--- config.mk ---
export PLATFORM = sky130hd
export DESIGN_NAME = fshm_axis
export DESIGN_NICKNAME = d
export VERILOG_FILES = /design/src/sv/fshm_pkg.sv /design/src/sv/fshm_axis.sv
export SDC_FILE = /design/constraint.sdc
export NUM_CORES = 1
export LEC_CHECK = 0
export BUFFER_PORTS_ARGS = -buffer_cell sky130_fd_sc_hd__buf_2
export CORE_ASPECT_RATIO = 1.1
export CORE_UTILIZATION = 54
export DETAILED_ROUTE_END_ITERATION = 6
export PLACE_DENSITY = 0.86
export SLEW_MARGIN = 20
export SYNTH_ARGS = -nofsm -noshare
export SYNTH_HDL_FRONTEND = slang
export SYNTH_SLANG_ARGS = --single-unit
--- constraint.sdc ---
create_clock -name vclk -period 6.55
set_clock_uncertainty 0.15 [all_clocks]
set_input_delay 0.3275 -clock vclk [all_inputs]
set_output_delay 0.3275 -clock vclk [all_outputs]
set_load 0.1 [all_outputs]
--- src/sv/fshm_pkg.sv ---
// Types and constants shared by the shell mask block.
package fshm_pkg;

    localparam int FRAC_BITS = 8;
    localparam int IDX_W     = 10;
    localparam int GS_W      = 11;
    localparam int MAG_W     = GS_W;
    localparam int RAD_W     = 18;
    localparam int HW_W      = 16;
    localparam int CFG_W     = 18;
    localparam int CIDX_W    = 3;
    localparam int OUT_W     = 40;
    localparam int CMAG_W    = MAG_W + FRAC_BITS + 1;
    localparam int CSQ_W     = 2 * CMAG_W;
    localparam int PSUM_W    = CSQ_W + 2;
    localparam int MSQ_W     = 2 * MAG_W;
    localparam int MSUM_W    = MSQ_W + 2;
    localparam int M2_W      = MSUM_W + 2 * FRAC_BITS;
    localparam int BND_W     = RAD_W + 1;
    localparam int BSQ_W     = 2 * BND_W;
    localparam int CMP_W     = (M2_W > PSUM_W) ? M2_W : PSUM_W;

    localparam logic [GS_W-1:0] GRID_RESET = GS_W'(256);
    localparam logic [HW_W-1:0] HW_RESET   = HW_W'(128);

    typedef enum logic [1:0] {
        MODE_CENTERED,
        MODE_BOUNDS,
        MODE_CORNER,
        MODE_OVERLAP
    } t_mode;

    typedef enum logic [CIDX_W-1:0] {
        CFG_MODE,
        CFG_GRID_SIZE,
        CFG_SLAB_START,
        CFG_SHELL_CENTER,
        CFG_HALF_WIDTH,
        CFG_LOW_BOUND,
        CFG_HIGH_BOUND
    } t_cfg_index;

    typedef struct packed {
        t_mode             mode;
        logic [GS_W-1:0]   grid_size;
        logic [IDX_W-1:0]  slab_start;
        logic [RAD_W-1:0]  shell_center;
        logic [HW_W-1:0]   half_width;
        logic [RAD_W-1:0]  low_bound;
        logic [RAD_W-1:0]  high_bound;
    } t_cfg;

    typedef struct packed {
        logic [IDX_W-1:0] x_local;
        logic [IDX_W-1:0] y_index;
        logic [IDX_W-1:0] z_index;
        logic             restart;
    } t_in_item;

    typedef struct packed {
        logic             in_shell;
        logic [OUT_W-1:0] min_corner_sq;
        logic [OUT_W-1:0] max_corner_sq;
    } t_out_item;

    // One axis after wrapping: frequency magnitude and corner magnitudes.
    typedef struct packed {
        logic [MAG_W-1:0]  mag;
        logic [CMAG_W-1:0] clo;
        logic [CMAG_W-1:0] chi;
    } t_axis;

    typedef struct packed {
        t_axis [2:0] ax;
        logic        restart;
    } t_stage1;

    typedef struct packed {
        logic [2:0][MSQ_W-1:0] msq;
        logic [2:0][CSQ_W-1:0] plo;
        logic [2:0][CSQ_W-1:0] phi;
        logic [BSQ_W-1:0]      bsq_a;
        logic [BSQ_W-1:0]      bsq_b;
        logic                  a_pos;
        logic                  restart;
    } t_stage2;

endpackage

--- src/sv/fshm_axis.sv ---
// Index wrap and per-axis corner magnitudes for one grid axis.
module fshm_axis (
    input  logic [fshm_pkg::GS_W-1:0] i_gidx,
    input  logic [fshm_pkg::GS_W-1:0] i_grid_size,
    input  logic [fshm_pkg::HW_W-1:0] i_half_width,
    output fshm_pkg::t_axis           o_axis
);
    import fshm_pkg::*;

    logic [GS_W-1:0]   w_half;
    logic              w_wrap;
    logic [GS_W:0]     w_diff;
    logic [GS_W:0]     w_neg;
    logic [MAG_W-1:0]  w_mag;
    logic [CMAG_W-1:0] w_s;
    logic [CMAG_W-1:0] w_h;

    assign w_half = i_grid_size >> 1;
    assign w_wrap = i_gidx >= w_half;
    assign w_diff = {1'b0, i_gidx} - {1'b0, i_grid_size};
    assign w_neg  = ~w_diff + (GS_W+1)'(1);

    always_comb begin
        if (!w_wrap) begin
            w_mag = i_gidx;
        end else if (w_diff[GS_W]) begin
            w_mag = w_neg[MAG_W-1:0];
        end else begin
            w_mag = w_diff[MAG_W-1:0];
        end
    end

    // The two corners along this axis sit at |m| scaled, minus and plus h.
    assign w_s = {1'b0, w_mag, {FRAC_BITS{1'b0}}};
    assign w_h = {{(CMAG_W-HW_W){1'b0}}, i_half_width};

    assign o_axis.mag = w_mag;
    assign o_axis.chi = w_s + w_h;
    assign o_axis.clo = (w_s >= w_h) ? (w_s - w_h) : (w_h - w_s);

endmodule

==> flow_summary.yaml <==
grt:
  grtUsageTotal_pct: 25.5
  grt_pass1_wl_um: 10300
  grt_pass1_vias: 2509
  antenna_found_initial: 0
  grt_max_degree: 18
  overflow: 0
floorplanning:
  num_io_pins: 89
  core_sq_um: 4410
  die_area_sq_um: 5020
  start_util_pct: 58.0
  die_h_um: 74.2
  rows: 25
  die_width_um: 67.6
place:
  place_area_sq_um: 3050
  gp_congestion: 0.947
  place_hpwl_um: 5630
  place_inst: 494
  port_buffers: 89
cells_and_area:
  antenna_cells: 0
  design_area_sq_um: 3050
  final_nets: 530
  regArea_sq_um: 0
  n_sequential_cell: 0
  num-clock-buffers: 0
  final_cell_count_no_fill: 494
  area_delta_synth_final_pct: 19.3
  drive_gt1_share_pct: 27.3
timing:
  slew_headroom_pct: 53.4
  tns_ns: 0
  period_minus_slack_ns: 6.01
  setup_viol: 0
  min_period_over_period_pct: 91.8
  tightest_slew_ns: 0.690
  fmax_mhz: 166
  slew_viol_final: 0
  report.final.hold_viol_count: 0
  rsz0062_at_grt: "no"
route:
  vias_per_cell: 5.68
  drcViolationCount: 0
  routed-via-count: 2806
  drtPass1Iterations: 5
  wirelength_um: 6480
  drtIter0Drc: 178
  drt.antenna.violating_nets: 0
  wire_per_inst_um: 13.1
synth:
  synthMuxAreaShare_pct: 4.89
  seq_area_frac_synth_pct: 0
  syn_avg_cell_area_sq_um: 6.97
  synth_area_sq_um: 2560
  synthAdderAreaFrac_pct: 25.3
  synth_top_area_share_pct: 23.0
  synth_xor_area_share_pct: 13.7
  synthCells: 367
  synth_area_leaders: "ha_1 23%, xnor2_1 10%, inv_1 6.5%, nor2_1 6.0%, a21oi_1 5.3%"
  synth_top_family_by_area: "adder cells"
  synth_nets: 455
  synthDistinctLibCells: 49
  synth_top_cell_by_area: "ha_1"
  yosys_warnings: 0
  synth_simple_gate_area_share_pct: 21.0
  synth-compound-area-share_pct: 24.1
worst_setup_path:
  worstSetupPathType: "primary input to primary output"
  endpoint_kind: "primary output"
  cp_max_fo: 8
  crit_start: "i_gidx[3]"
  cp.required_ns: 6.07
  critPathLaunchType: "primary input"
  crit_arrival_ns: 5.54
clocking:
  cts_resized: 0
  cts-hold-fix-buffers: 0
  cts_setup_buffers: 0
status:
  outcome: "complete, no violations"
worst_hold_path:
  min_path_type: "primary input to primary output"
  holdCritStartpoint: "i_half_width[1]"
flow_run:
  cap_violations: 0
[worst max-delay path: stages]
cell      delay (ns)
buf_2           0.12
ha_1            0.39
o21ai_0         0.12
a21oi_1         0.29
o211ai_1        0.18
a31oi_1         0.48
o21ai_0         0.15
a21oi_1         0.18
nor2_2          0.07
ha_1            0.22
or2_2           0.30
a311oi_1        0.25
o21bai_1        0.15
a21oi_1         0.16
nor2_1          0.06
o41ai_1         0.57
nand4_4         0.24
mux2_4          0.37
a311oi_2        0.33
xnor2_2         0.13
buf_2           0.43
[cell type report]
type / instances / area [sq um]
Multi-Input combinational cell: 305 / 2360
Tap cell: 54 / 67.6
Fill cell: 388 / 1360
Inverter: 44 / 165
Timing Repair Buffer: 91 / 460
[kinds of logic after synthesis]
group                    Yosys count
multiplexers                      11
AND/OR/NAND/NOR                  110
XOR/XNOR                          40
AO/OA/AOI/OAI                     94
adder cells (fa/ha/maj)           50
buffers and inverters             62
[synth_stat cells (2+ instances only)]
| master | number |
|---|---|
| ha_1 | 47 |
| inv_1 | 44 |
| nor2_1 | 41 |
| xnor2_1 | 30 |
| a21oi_1 | 27 |
| nand2_1 | 19 |
| o21ai_0 | 18 |
| buf_4 | 10 |
| o21bai_1 | 10 |
| xor2_1 | 10 |
| nor3_1 | 9 |
| nand3_1 | 8 |
| clkbuf_1 | 6 |
| nand2b_1 | 6 |
| mux2_2 | 5 |
| o21a_1 | 5 |
| or3_1 | 5 |
| and3_1 | 4 |
| mux2i_1 | 4 |
| nand4_1 | 4 |
| nor2b_1 | 4 |
| o211ai_1 | 4 |
| o31ai_1 | 4 |
| or4_1 | 4 |
| a21o_1 | 3 |
| a31o_2 | 3 |
| fa_1 | 3 |
| o2111ai_1 | 3 |
| a21boi_0 | 2 |
| a311oi_1 | 2 |
| a31oi_1 | 2 |
| and2_1 | 2 |
| o21ai_1 | 2 |
| o41ai_1 | 2 |
[layout by cell type (no fill, tap or decap), types with 7 or more instances in the layout]
master,instances
o21bai_1,10
nor2_1,37
xor2_1,9
inv_1,44
o21ai_0,14
ha_1,47
nand2_1,19
a21oi_1,26
nand3_1,8
nor3_1,7
buf_2,89
xnor2_1,24
[metal layers]
layer | global-route usage (%) | routed length, um
met3 | 0.153 | 269
met4 | 4.73 | 82
met2 | 51.7 | 3450
met1 | 29.1 | 2680
met5 | 0 | 0
[per-stage QoR]
stage | hold slack, ns | setup slack (ns) | util (%)
after CTS | 0.903 | 0.560 | 69.2
after detailed placement | 0.903 | 0.563 | 69.2
after global placement | 0.899 | 0.746 | 69.2
after floorplan | 0.717 | -0.0576 | -
after global routing | 0.915 | 0.0904 | 69.2
final | 0.904 | 0.537 | 69.2
[worst paths after layout]
kind                    endpoint  slack, ns  cells after the start
worst max-delay path  o_axis[34]       0.54                     21
worst min-delay path   o_axis[1]       0.90                      2
Power is left out: the tool's default activity adds up to more than one toggle a clock period on the data nets, which glitch-free logic cannot reach.
