## src/sv/fshm_pkg.sv

```systemverilog
// Types and constants shared by the shell mask block.
package fshm_pkg;

    localparam int FRAC_BITS = 8;
    localparam int IDX_W     = 10;
    localparam int GS_W      = 11;
    localparam int MAG_W     = GS_W;
    localparam int RAD_W     = 18;
    localparam int HW_W      = 16;
    localparam int CFG_W     = 18;
    localparam int CIDX_W    = 3;
    localparam int OUT_W     = 40;
    localparam int CMAG_W    = MAG_W + FRAC_BITS + 1;
    localparam int CSQ_W     = 2 * CMAG_W;
    localparam int PSUM_W    = CSQ_W + 2;
    localparam int MSQ_W     = 2 * MAG_W;
    localparam int MSUM_W    = MSQ_W + 2;
    localparam int M2_W      = MSUM_W + 2 * FRAC_BITS;
    localparam int BND_W     = RAD_W + 1;
    localparam int BSQ_W     = 2 * BND_W;
    localparam int CMP_W     = (M2_W > PSUM_W) ? M2_W : PSUM_W;

    localparam logic [GS_W-1:0] GRID_RESET = GS_W'(256);
    localparam logic [HW_W-1:0] HW_RESET   = HW_W'(128);

    typedef enum logic [1:0] {
        MODE_CENTERED,
        MODE_BOUNDS,
        MODE_CORNER,
        MODE_OVERLAP
    } t_mode;

    typedef enum logic [CIDX_W-1:0] {
        CFG_MODE,
        CFG_GRID_SIZE,
        CFG_SLAB_START,
        CFG_SHELL_CENTER,
        CFG_HALF_WIDTH,
        CFG_LOW_BOUND,
        CFG_HIGH_BOUND
    } t_cfg_index;

    typedef struct packed {
        t_mode             mode;
        logic [GS_W-1:0]   grid_size;
        logic [IDX_W-1:0]  slab_start;
        logic [RAD_W-1:0]  shell_center;
        logic [HW_W-1:0]   half_width;
        logic [RAD_W-1:0]  low_bound;
        logic [RAD_W-1:0]  high_bound;
    } t_cfg;

    typedef struct packed {
        logic [IDX_W-1:0] x_local;
        logic [IDX_W-1:0] y_index;
        logic [IDX_W-1:0] z_index;
        logic             restart;
    } t_in_item;

    typedef struct packed {
        logic             in_shell;
        logic [OUT_W-1:0] min_corner_sq;
        logic [OUT_W-1:0] max_corner_sq;
    } t_out_item;

    // One axis after wrapping: frequency magnitude and corner magnitudes.
    typedef struct packed {
        logic [MAG_W-1:0]  mag;
        logic [CMAG_W-1:0] clo;
        logic [CMAG_W-1:0] chi;
    } t_axis;

    typedef struct packed {
        t_axis [2:0] ax;
        logic        restart;
    } t_stage1;

    typedef struct packed {
        logic [2:0][MSQ_W-1:0] msq;
        logic [2:0][CSQ_W-1:0] plo;
        logic [2:0][CSQ_W-1:0] phi;
        logic [BSQ_W-1:0]      bsq_a;
        logic [BSQ_W-1:0]      bsq_b;
        logic                  a_pos;
        logic                  restart;
    } t_stage2;

endpackage

```

## src/sv/fshm_track.sv

```systemverilog
// Running min and max of squared corner radii over selected cells.
module fshm_track (
    input  logic                       i_clk,
    input  logic                       i_rst_n,
    input  logic                       i_take,
    input  logic                       i_restart,
    input  logic                       i_sel,
    input  logic [fshm_pkg::OUT_W-1:0] i_smin,
    input  logic [fshm_pkg::OUT_W-1:0] i_smax,
    output logic [fshm_pkg::OUT_W-1:0] o_min,
    output logic [fshm_pkg::OUT_W-1:0] o_max
);
    import fshm_pkg::*;

    logic [OUT_W-1:0] r_min;
    logic [OUT_W-1:0] r_max;
    logic [OUT_W-1:0] n_min;
    logic [OUT_W-1:0] n_max;
    logic [OUT_W-1:0] w_base_min;
    logic [OUT_W-1:0] w_base_max;

    // A restart clears the trackers before the current cell is folded in.
    assign w_base_min = i_restart ? {OUT_W{1'b1}} : r_min;
    assign w_base_max = i_restart ? {OUT_W{1'b0}} : r_max;

    assign n_min = (i_sel && (i_smin < w_base_min)) ? i_smin : w_base_min;
    assign n_max = (i_sel && (i_smax > w_base_max)) ? i_smax : w_base_max;

    assign o_min = n_min;
    assign o_max = n_max;

    always_ff @(posedge i_clk) begin
        if (!i_rst_n) begin
            r_min <= {OUT_W{1'b1}};
            r_max <= {OUT_W{1'b0}};
        end else if (i_take) begin
            r_min <= n_min;
            r_max <= n_max;
        end
    end

endmodule

```

## config.mk

```make
export PLATFORM = sky130hd
export DESIGN_NAME = fshm_track
export DESIGN_NICKNAME = d
export VERILOG_FILES = /design/src/sv/fshm_pkg.sv /design/src/sv/fshm_track.sv
export SDC_FILE = /design/constraint.sdc
export NUM_CORES = 1
export LEC_CHECK = 0
export CORE_MARGIN = 1.5
export CORE_UTILIZATION = 59
export DETAILED_ROUTE_END_ITERATION = 10
export DONT_BUFFER_PORTS = 1
export PLACE_DENSITY = 0.73
export SLEW_MARGIN = 20
export SYNTH_ARGS = -nofsm -noshare
export SYNTH_HDL_FRONTEND = slang
export SYNTH_SLANG_ARGS = --single-unit
```

## constraint.sdc

```tcl
create_clock -name i_clk -period 6.05 [get_ports i_clk]
set_input_delay 1.21 -clock i_clk [delete_from_list [all_inputs] [get_ports i_clk]]
set_output_delay 1.21 -clock i_clk [all_outputs]
set_load 0.1 [all_outputs]
```

==> results.json <==
{
  "synthCells": 891,
  "yosysTopAreaCell": "dfxtp_1",
  "setup.worst_path.end_class": "output pin",
  "fillers": 860,
  "finalHoldViolCount": 0,
  "worstSetupPathType": "in -> out",
  "power_w": 0.00193,
  "die-width_um": 113,
  "syn-num-nets": 1055,
  "setup_viol": 0,
  "finalCritPeriodShare_pct": 92.5,
  "start_util_pct": 60.2,
  "fin_skew_ns": 0.0114,
  "dieArea_um2": 12800,
  "cts-resized-gates": 0,
  "dr.pass1.iters": 7,
  "yosysUniqueCellTypes": 43,
  "critPathSlowestCell": "nor2_4",
  "remaining_drc_errors": 0,
  "dieHeight_um": 113,
  "synth_flop_cell": "dfxtp_1",
  "maxSlewHeadroom_pct": 38.8,
  "grt_max_degree": 161,
  "reg2reg_depth": 11,
  "diodes": 0,
  "io_pins": 165,
  "final_util_pct": 75.3,
  "setup_ws_ns": 0.455,
  "clkTransAtPathRegs_ns": 0.06,
  "worstPathArrival_ns": 4.38,
  "globalplace.congestion": 0.857,
  "hp-start": "r_min[39]$_SDFFE_PN1P_",
  "drv_cap": 0,
  "max_freq_mhz": 179,
  "cts_buffers": 9,
  "drv_slew": 0,
  "synthArstFlopShare_pct": 0,
  "nNetsFinal": 1074,
  "cts_num_sinks": 80,
  "fp.coreArea_um2": 11900,
  "p_leak_nw": 3.61,
  "ys_warn_count": 0,
  "wl_mm": 20.2,
  "cts_root_buffer": "clkbuf_16",
  "fin_crit_ns": 5.59,
  "clk_latency_ns": 0.34,
  "viasPerCell": 6.77,
  "grtUsageTotal_pct": 30.9,
  "setup.worst_path.start_class": "input pin",
  "tightestPinTransition_ns": 0.913,
  "rsz0062_at_grt": "false",
  "cts_tree": "yes",
  "wl_per_cell_um": 19.0,
  "netlist_area_um2": 7170,
  "min_to": "r_min[39]$_SDFFE_PN1P_",
  "drt_iter0_drc": 629,
  "timing.rr.start": "r_max[31]$_SDFFE_PN0P_",
  "yosysTopAreaCellShare_pct": 22.3,
  "finalSetupTns_ns": 0,
  "hpwl_mm": 13.5,
  "min_path_type": "reg -> reg",
  "cp_cell_sequence": "nor2b_1 -> inv_1 -> ha_1 -> a21oi_1 -> o21ai_0 -> a221oi_1 -> o211ai_1 -> o31a_2 -> nor2_4 -> a22o_1 -> buf_12",
  "syn_avg_cell_area_um2": 8.04,
  "p_per_area_nw_per_um2": 216,
  "synth-seq-area-share_pct": 22.3,
  "post-cts-setup-buffer-count": 0,
  "cpPeakStageDelay_ns": 0.69,
  "final_antenna_net_count": 0,
  "place_ws_ns": 0.643,
  "final_layout_size_suffix_gt1_share_pct": 12.5,
  "ys_top_cells_by_area": "dfxtp_1 22%, ha_1 14%, a21oi_1 7.5%",
  "grt_pass1_vias": 6935,
  "status": "completed",
  "clock_path_buffers": 2,
  "cts_hold_buf": 0,
  "area_delta_synth_final_pct": 25.1,
  "grt_overflow": 0,
  "worst_r2r_endpoint": "r_max[28]$_SDFFE_PN0P_",
  "vdd_drop_max_mv": 0.131,
  "synth_edf_count": 0,
  "synth_seq_cells": 80,
  "io_buffers": 0,
  "dpl_cell_area_um2": 8640,
  "htree_levels": 3,
  "crit_required_ns": 4.84,
  "antenna_found_initial": 0,
  "row_count": 40,
  "path_max_fanout": 83,
  "hold_depth": 2,
  "via_count": 7193,
  "grt_pass1_wl_mm": 33.0,
  "ff2ff_setup_slack_ns": 2.55,
  "design_area_um2": 8960
}
## power by group
group,switching [W],internal [W]
clock,0.000233,0.000362
sequential,0.0000225,0.000555
combinational,0.000484,0.000277
## routing by layer
layer,GRT usage (%),up-vias,routed length (um),part of all wire (%)
met5,0,-,0,0
met4,12.1,0,557,2.8
met3,7.61,57,1640,8.1
met2,54.0,307,10100,50
met1,36.3,3418,7900,39
li1,-,3411,-,-
## cell families (layout without fill, tap and decap cells)
| group | Yosys count | in the layout | share of synthesized area [%] |
|---|---|---|---|
| buf+inv | 124 | 148 | 7.98 |
| simple gates | 264 | 264 | 21.6 |
| flops | 80 | 80 | 22.3 |
| compound gates | 344 | 344 | 34.3 |
| fa+ha+maj | 79 | 79 | 13.8 |
## cells in the final DEF (no fill, tap or decap), types with 30 or more instances in the layout
cell type  netlist  routed
a32oi_1         40      40
a22o_1          40      40
inv_1           43      43
nor2_1          88      88
o31ai_1         41      41
buf_12           0      81
ha_1            79      79
a21boi_0        30      30
o22a_1          40      40
a21oi_1        108     108
and4b_1         40      40
nor2b_1         82      82
dfxtp_1         80      80
## worst max path at each step
| stage | from | to | slack (ns) |
|---|---|---|---|
| 2_1_floorplan | i_restart | o_min[0] | 0.52 |
| 3_3_place_gp | i_restart | o_max[24] | 0.76 |
| 3_5_place_dp | i_restart | o_max[25] | 0.64 |
| 4_1_cts | i_restart | o_max[25] | 0.54 |
| 5_1_grt | i_restart | o_max[6] | 0.31 |
| 6_report | i_restart | o_max[25] | 0.46 |
## per-stage QoR
stage	hold WS, ns	std cells
floorplan	0.495	891
detailed placement	0.517	1046
global route	0.539	1062
global placement	0.507	1046
CTS	0.526	1062
finish	0.528	1062
## cell usage after synthesis (all sizes together), types with 11 or more instances
master	number
a21oi	108
and4b	40
nand2	17
inv	43
ha	79
o22a	40
nand4	15
nor2b	82
clkbuf	51
dfxtp	80
o31ai	41
a32oi	40
buf	30
a21boi	40
nor2	89
a22o	40
a21o	11
## layout make-up
class                           count  area (um2)  share of cell area (%)
Multi-Input combinational cell    687        5010                    55.9
Sequential cell                    80        1600                    17.9
Clock inverter                      7        95.1                    1.06
Clock buffer                        9         225                    2.51
Inverter                           43         161                    1.80
Timing Repair Buffer               89        1680                    18.8
Tap cell                          147         184                    2.05
## worst max-delay path: cells and delay by family
kind            cells  cell delay (ns)
simple gates        2             0.89
buf+inv             2             0.26
fa+ha+maj           1             0.31
compound gates      6             1.65
## sequential cells by signal, indices dropped and copies added (netlist names)
signal and count:
r_min 40, r_max 40
(Power assumes the default switching activity.)
