File: src/sv/fshm_pkg.sv
// Types and constants shared by the shell mask block.
package fshm_pkg;

    localparam int FRAC_BITS = 8;
    localparam int IDX_W     = 10;
    localparam int GS_W      = 11;
    localparam int MAG_W     = GS_W;
    localparam int RAD_W     = 18;
    localparam int HW_W      = 16;
    localparam int CFG_W     = 18;
    localparam int CIDX_W    = 3;
    localparam int OUT_W     = 40;
    localparam int CMAG_W    = MAG_W + FRAC_BITS + 1;
    localparam int CSQ_W     = 2 * CMAG_W;
    localparam int PSUM_W    = CSQ_W + 2;
    localparam int MSQ_W     = 2 * MAG_W;
    localparam int MSUM_W    = MSQ_W + 2;
    localparam int M2_W      = MSUM_W + 2 * FRAC_BITS;
    localparam int BND_W     = RAD_W + 1;
    localparam int BSQ_W     = 2 * BND_W;
    localparam int CMP_W     = (M2_W > PSUM_W) ? M2_W : PSUM_W;

    localparam logic [GS_W-1:0] GRID_RESET = GS_W'(256);
    localparam logic [HW_W-1:0] HW_RESET   = HW_W'(128);

    typedef enum logic [1:0] {
        MODE_CENTERED,
        MODE_BOUNDS,
        MODE_CORNER,
        MODE_OVERLAP
    } t_mode;

    typedef enum logic [CIDX_W-1:0] {
        CFG_MODE,
        CFG_GRID_SIZE,
        CFG_SLAB_START,
        CFG_SHELL_CENTER,
        CFG_HALF_WIDTH,
        CFG_LOW_BOUND,
        CFG_HIGH_BOUND
    } t_cfg_index;

    typedef struct packed {
        t_mode             mode;
        logic [GS_W-1:0]   grid_size;
        logic [IDX_W-1:0]  slab_start;
        logic [RAD_W-1:0]  shell_center;
        logic [HW_W-1:0]   half_width;
        logic [RAD_W-1:0]  low_bound;
        logic [RAD_W-1:0]  high_bound;
    } t_cfg;

    typedef struct packed {
        logic [IDX_W-1:0] x_local;
        logic [IDX_W-1:0] y_index;
        logic [IDX_W-1:0] z_index;
        logic             restart;
    } t_in_item;

    typedef struct packed {
        logic             in_shell;
        logic [OUT_W-1:0] min_corner_sq;
        logic [OUT_W-1:0] max_corner_sq;
    } t_out_item;

    // One axis after wrapping: frequency magnitude and corner magnitudes.
    typedef struct packed {
        logic [MAG_W-1:0]  mag;
        logic [CMAG_W-1:0] clo;
        logic [CMAG_W-1:0] chi;
    } t_axis;

    typedef struct packed {
        t_axis [2:0] ax;
        logic        restart;
    } t_stage1;

    typedef struct packed {
        logic [2:0][MSQ_W-1:0] msq;
        logic [2:0][CSQ_W-1:0] plo;
        logic [2:0][CSQ_W-1:0] phi;
        logic [BSQ_W-1:0]      bsq_a;
        logic [BSQ_W-1:0]      bsq_b;
        logic                  a_pos;
        logic                  restart;
    } t_stage2;

endpackage

File: src/sv/fshm_decide.sv
// Radius sums and the shell tests of all four modes.
module fshm_decide (
    input  fshm_pkg::t_stage2          i_s2,
    input  fshm_pkg::t_mode            i_mode,
    output logic                       o_sel,
    output logic [fshm_pkg::OUT_W-1:0] o_smin,
    output logic [fshm_pkg::OUT_W-1:0] o_smax
);
    import fshm_pkg::*;

    logic [MSUM_W-1:0] w_msum;
    logic [CMP_W-1:0]  w_m2;
    logic [CMP_W-1:0]  w_pmin;
    logic [CMP_W-1:0]  w_pmax;
    logic [CMP_W-1:0]  w_a;
    logic [CMP_W-1:0]  w_b;

    assign w_msum = MSUM_W'(i_s2.msq[0]) + MSUM_W'(i_s2.msq[1]) + MSUM_W'(i_s2.msq[2]);
    assign w_m2   = CMP_W'({w_msum, {(2*FRAC_BITS){1'b0}}});
    assign w_pmin = CMP_W'(i_s2.plo[0]) + CMP_W'(i_s2.plo[1]) + CMP_W'(i_s2.plo[2]);
    assign w_pmax = CMP_W'(i_s2.phi[0]) + CMP_W'(i_s2.phi[1]) + CMP_W'(i_s2.phi[2]);
    assign w_a    = CMP_W'(i_s2.bsq_a);
    assign w_b    = CMP_W'(i_s2.bsq_b);

    always_comb begin
        case (i_mode)
            MODE_CENTERED, MODE_BOUNDS: begin
                // A lower bound at or below zero always passes.
                o_sel = (w_m2 <= w_b) && (!i_s2.a_pos || (w_m2 >= w_a));
            end
            MODE_CORNER: begin
                o_sel = (w_pmin <= w_a) && (w_a <= w_pmax);
            end
            MODE_OVERLAP: begin
                o_sel = ((w_pmax >= w_b) && (w_pmin <= w_b)) ||
                        ((w_pmax <= w_b) && (w_pmin >= w_a)) ||
                        ((w_pmax >= w_a) && (w_pmin <= w_a));
            end
            default: begin
                o_sel = 1'b0;
            end
        endcase
    end

    assign o_smin = (|w_pmin[CMP_W-1:OUT_W]) ? {OUT_W{1'b1}} : w_pmin[OUT_W-1:0];
    assign o_smax = (|w_pmax[CMP_W-1:OUT_W]) ? {OUT_W{1'b1}} : w_pmax[OUT_W-1:0];

endmodule

File: config.mk
export PLATFORM = sky130hd
export DESIGN_NAME = fshm_decide
export DESIGN_NICKNAME = d
export VERILOG_FILES = /design/src/sv/fshm_pkg.sv /design/src/sv/fshm_decide.sv
export SDC_FILE = /design/constraint.sdc
export NUM_CORES = 1
export LEC_CHECK = 0
export BUFFER_PORTS_ARGS = -buffer_cell sky130_fd_sc_hd__buf_2
export CAP_MARGIN = 20
export CORE_AREA = 2 2 182 184
export DETAILED_ROUTE_END_ITERATION = 10
export DIE_AREA = 0 0 184 186
export GPL_TIMING_DRIVEN = 0
export PLACE_DENSITY_LB_ADDON = 0.25
export SYNTH_ARGS = -nofsm -noshare
export SYNTH_HDL_FRONTEND = slang
export SYNTH_SLANG_ARGS = --single-unit
File: constraint.sdc
create_clock -name vclk -period 4.9
set_input_delay 0 -clock vclk [all_inputs]
set_output_delay 0 -clock vclk [all_outputs]
set_load 0.01 [all_outputs]
==> results.yml, run 1 <==
final_layout:
  fin_area_um2: 16400
  fillers: 3245
  antennaDiodeCount: 0
  drive_above_1_share: 0.301
  seq_area_um2: 0
  final_net_count: 2859
  final_cells: 2479
  seq_cells: 0
  nClkBuffers: 0
  syn2layout_area_growth_pct: 30.5
  finish.utilization: 0.510
grt:
  grt.total_usage: 0.258
  grt_pass1_wl_um: 69800
  grt_max_degree: 11
  grt_antenna_before_repair: 2
  first_global_vias: 13400
  grt-ovfl-total: 0
worst_hold_path:
  holdCritPathClass: "in -> out"
sta:
  max_freq_ghz: 0.188
  rsz0062_at_grt: "yes"
  worst_slack_ns: -0.413
  setup_viol: 1
  finalCritPeriodShare: 1.08
  finalHoldViolations: 0
  tightestPinTransition_ns: 1.01
  slew_headroom: 0.323
  fin_crit_ns: 5.31
  tns_ns: -0.413
  hold_slack_ns: 0.492
  finalMaxSlewViolations: 0
routing:
  vias: 13800
  wire_per_inst_um: 18.9
  drtPass1Iterations: 5
  viasPerCell: 5.58
  wirelength_um: 46800
  drt_iter0_drc: 749
  ant_nets: 0
  drc: 0
pwr:
  ir_drop_v: 0.000115
  power_mw: 5.29
  power.density_nw_per_um2: 322
  power.leakage_nw: 8.03
floorplan:
  start_util: 0.390
  die_area_um2: 34200
  io_pins: 467
  chipHeight_um: 186
  die_x_um: 184
  core_area_um2: 32200
  rows: 66
yosys:
  synth_top_cell_by_area: "ha_1"
  yosysWarnings: 0
  synth_nets: 2353
  synth_cell_types: 70
  synth_area_um2: 12600
  synth_area_per_cell_um2: 8.02
  syn_inst: 1567
  synth_top_area_share: 0.294
  yosysSeqAreaShare: 0
  synthTopCellsByArea: "ha_1 29%, fa_1 17%, a21oi_1 6.5%, xnor2_1 4.3%, inv_1 3.7%"
worst_setup_path:
  crit_arrival_ns: 5.31
  cp_max_fo: 3
  critPathRequiredTime_ns: 4.90
  cp_top_family: "compound AO/OA/AOI/OAI gates"
  cp-start-kind: "primary input"
  slowest_stage: "fa_1"
  criticalPathCategory: "in -> out"
  path_buf_inv: 3
  cp-end-kind: "primary output"
  max_stage_delay_ns: 0.55
placed_design:
  hpwl_um: 41400
  portBuffers: 466
  place_inst: 2441
  routabilityCongestion: 0.939
  dpl_cell_area_um2: 15400
  pre_cts_ws_ns: -1.69
outcome:
  status: "finished with violations"
  violations: "setup timing"
run:
  drv_cap: 0
clocking:
  ctsHoldBuffers: 0
layer usage:
metal | wire length (um) | GRT usage | vias to the layer above
met5 | 13 | 0 | -
met4 | 1160 | 0.0570 | 2
met3 | 2810 | 0.0227 | 68
met2 | 22700 | 0.463 | 501
met1 | 20100 | 0.335 | 6413
li1 | - | - | 6840
cells in the mapped netlist, types with 18 or more instances:
master    instances
fa_1            105
inv_1           123
nand4_1          62
o21bai_1         20
xnor2_1          62
o21a_1           18
a211oi_1         24
nand2b_1         61
clkbuf_1         29
a21o_1           55
xor2_1           23
or3_1            24
nor2_1           78
o21ai_0          92
nor3_1           30
nand3_1          37
nand2_1          88
a21oi_1         163
ha_1            295
layout make-up:
cell class | instances | area (um2) | share of cell area
multi-input cells | 1409 | 12700 | 0.771
inverters | 123 | 462 | 0.0281
repair buffers | 506 | 2650 | 0.161
well taps | 408 | 510 | 0.0311
plain buffers | 33 | 138 | 0.00839
kinds of logic (layout without fill, tap and decap cells):
group | count (synthesis) | after routing | share of synthesized area
AOI/OAI and AO/OA | 488 | 488 | 0.250
xor gates and xnor gates | 85 | 85 | 0.0592
adders and majority gates | 400 | 400 | 0.461
buffers and inverters | 158 | 662 | 0.0483
muxes | 2 | 2 | 0.00169
and+or+nand+nor | 434 | 434 | 0.180
path summary, 6_finish.rpt:
check                      from  endpoint  slack (ns)  cells after the start
worst max-delay path  i_s2[159]     o_sel       -0.41                     25
worst min-delay path    i_s2[1]     o_sel        0.49                      5
placed cells by master (no fill, tap or decap), types with 7 or more instances in the layout:
master,n
xnor2_1,51
a211oi_1,19
a21oi_2,9
nor2_1,73
inv_1,122
o21bai_1,18
ha_4,9
xor2_1,18
xnor2_2,11
o221ai_1,8
o22ai_1,8
nor4_1,7
nor2b_1,7
o21ai_0,78
clkbuf_1,27
a31oi_1,8
ha_1,284
and2_1,7
nor3_1,22
buf_4,39
and3_1,10
a21o_1,55
nand2_1,87
nand3_1,37
o21a_1,18
a21oi_1,150
o211ai_1,15
o21ai_1,12
buf_2,467
nand2b_1,61
nand4_1,62
or3_1,24
fa_1,104
repair_timing:
action,in CTS,in global routing
pin swaps,35,44
resized for setup,85,48
buffers inserted,24,16
endpoints found under the setup margin,1,1
where the power goes:
group	switching (mW)	leakage, nW	internal [mW]
clock network	0	0	0
registers	0	0	0
logic	3.06	8.03	2.23
Power figures use the tool's default switching activity.
==> run 2: changes to the inputs <==
ABC_AREA = 1   (was unset)
CORE_AREA = 2 2 183 185   (was 2 2 182 184)
DIE_AREA = 0 0 185 187   (was 0 0 184 186)
==> results.yml, run 2 <==
sta:
  fin_crit_ns: 4.66
  finalMaxSlewViolations: 0
  setup_viol: 0
  tns_ns: 0
  rsz0062_at_grt: "no"
  finalHoldViolations: 0
  finalCritPeriodShare: 0.951
  slew_headroom: 0.489
  max_freq_ghz: 0.215
  hold_slack_ns: 0.434
  tightestPinTransition_ns: 0.759
outcome:
  status: "complete, no violations"
grt:
  grt-ovfl-total: 0
  first_global_vias: 15100
  grt_max_degree: 11
  grt_pass1_wl_um: 77400
  grt_antenna_before_repair: 7
  grt.total_usage: 0.286
placed_design:
  routabilityCongestion: 0.961
  portBuffers: 466
  hpwl_um: 47400
pwr:
  power_mw: 5.40
  power.density_nw_per_um2: 324
  power.leakage_nw: 9.70
  ir_drop_v: 0.000199
floorplan:
  chipHeight_um: 187
  core_area_um2: 32900
  start_util: 0.417
  io_pins: 467
  die_area_um2: 34600
  rows: 67
  die_x_um: 185
final_layout:
  seq_cells: 0
  layout_commonest_cell: "nand2_1"
  nClkBuffers: 0
  final_net_count: 3383
  final_cell_mix: "609 x nand2_1, 470 x buf_2, 360 x inv_1"
  syn2layout_area_growth_pct: 21.4
  drive_above_1_share: 0.207
  seq_area_um2: 0
worst_setup_path:
  cp_max_fo: 4
  cp-start-kind: "primary input"
  critPathRequiredTime_ns: 4.90
  cp-end-kind: "primary output"
  crit_arrival_ns: 4.66
  path_common_cell: "nand2_1"
  path_buf_inv: 5
  max_stage_delay_ns: 0.63
  slowest_stage: "fa_2"
  criticalPathCategory: "in -> out"
  cp_top_family: "simple AND/OR/NAND/NOR gates"
yosys:
  synth_area_um2: 13700
  yosys-top-cells-count: "610 x nand2_1, 360 x inv_1, 295 x ha_1"
  synth_area_per_cell_um2: 6.44
  synth.most_common_cell: "nand2_1"
  syn_inst: 2129
  synth_top_cell_by_area: "ha_1"
  synth_nets: 2915
  yosysWarnings: 0
  synth_cell_types: 44
  yosysSeqAreaShare: 0
  synth_top_area_share: 0.269
  synthTopCellsByArea: "ha_1 27%, nand2_1 17%, fa_1 15%, inv_1 9.9%, a21oi_1 6.2%"
worst_hold_path:
  holdCritPathClass: "in -> out"
routing:
  drc: 0
  ant_nets: 0
  vias: 15500
  drtPass1Iterations: 5
  viasPerCell: 5.07
  drt_iter0_drc: 876
  wire_per_inst_um: 16.8
  wirelength_um: 51200
run:
  drv_cap: 0
clocking:
  ctsHoldBuffers: 0
  cts_setup_buffers: 0
run 2: path summary, 6_finish.rpt:
kind | from | to | slack, ns | cells past startpoint
worst max-delay path | i_s2[199] | o_sel | 0.24 | 29
worst min-delay path | i_mode[0] | o_sel | 0.43 | 5
run 2: kinds of logic after synthesis:
group | share of synthesized area
AOI/OAI and AO/OA | 0.122
xor gates and xnor gates | 0.0561
adders and majority gates | 0.422
buffers and inverters | 0.102
and+or+nand+nor | 0.298
run 2: what timing repair did:
item                                    4_1_cts  5_1_grt
endpoints found under the setup margin        0        1
endpoints found under the hold margin         0        0
resized for setup                             0        6
run 2: area by class of cell:
class                           instances  area, um2
Timing Repair Buffer                  466       2330
Tap cell                              448        561
Antenna cell                            6       15.0
Inverter                              361       1360
Fill cell                            3531      16200
Multi-Input combinational cell       1760      12300
Buffer                                  8       42.5
run 2: tightest hold or removal path: cells and delay by family:
family,cells,cell delay [ns]
buffers and inverters,2,0.25
and+or+nand+nor,3,0.18
run 2: per-layer routing:
metal  wire (um)  vias to the layer above  track usage
met4        1800                        2       0.0949
met1       21300                     6981        0.357
li1            -                     7824            -
met5          13                        -            0
met2       24500                      577        0.503
met3        3580                       84       0.0366
run 2: report_power, final:
part,switching [mW],internal [mW],leakage [nW]
Sequential,0,0,0
Clock,0,0.000000164,0.0000380
Combinational,3.44,1.96,9.70
Total,3.44,1.96,9.70
run 2: metrics by stage:
step / instance area [um2] / setup slack, ns / cells / util
after detailed placement: 16600 / 0.140 / 3043 / 0.505
after floorplan: 13700 / 1.45 / 2129 / -
after global placement: 16600 / 0.138 / 3043 / 0.505
final: 16700 / 0.240 / 3049 / 0.507
after global routing: 16600 / 0.0205 / 3048 / 0.507
after CTS: 16600 / 0.109 / 3043 / 0.505
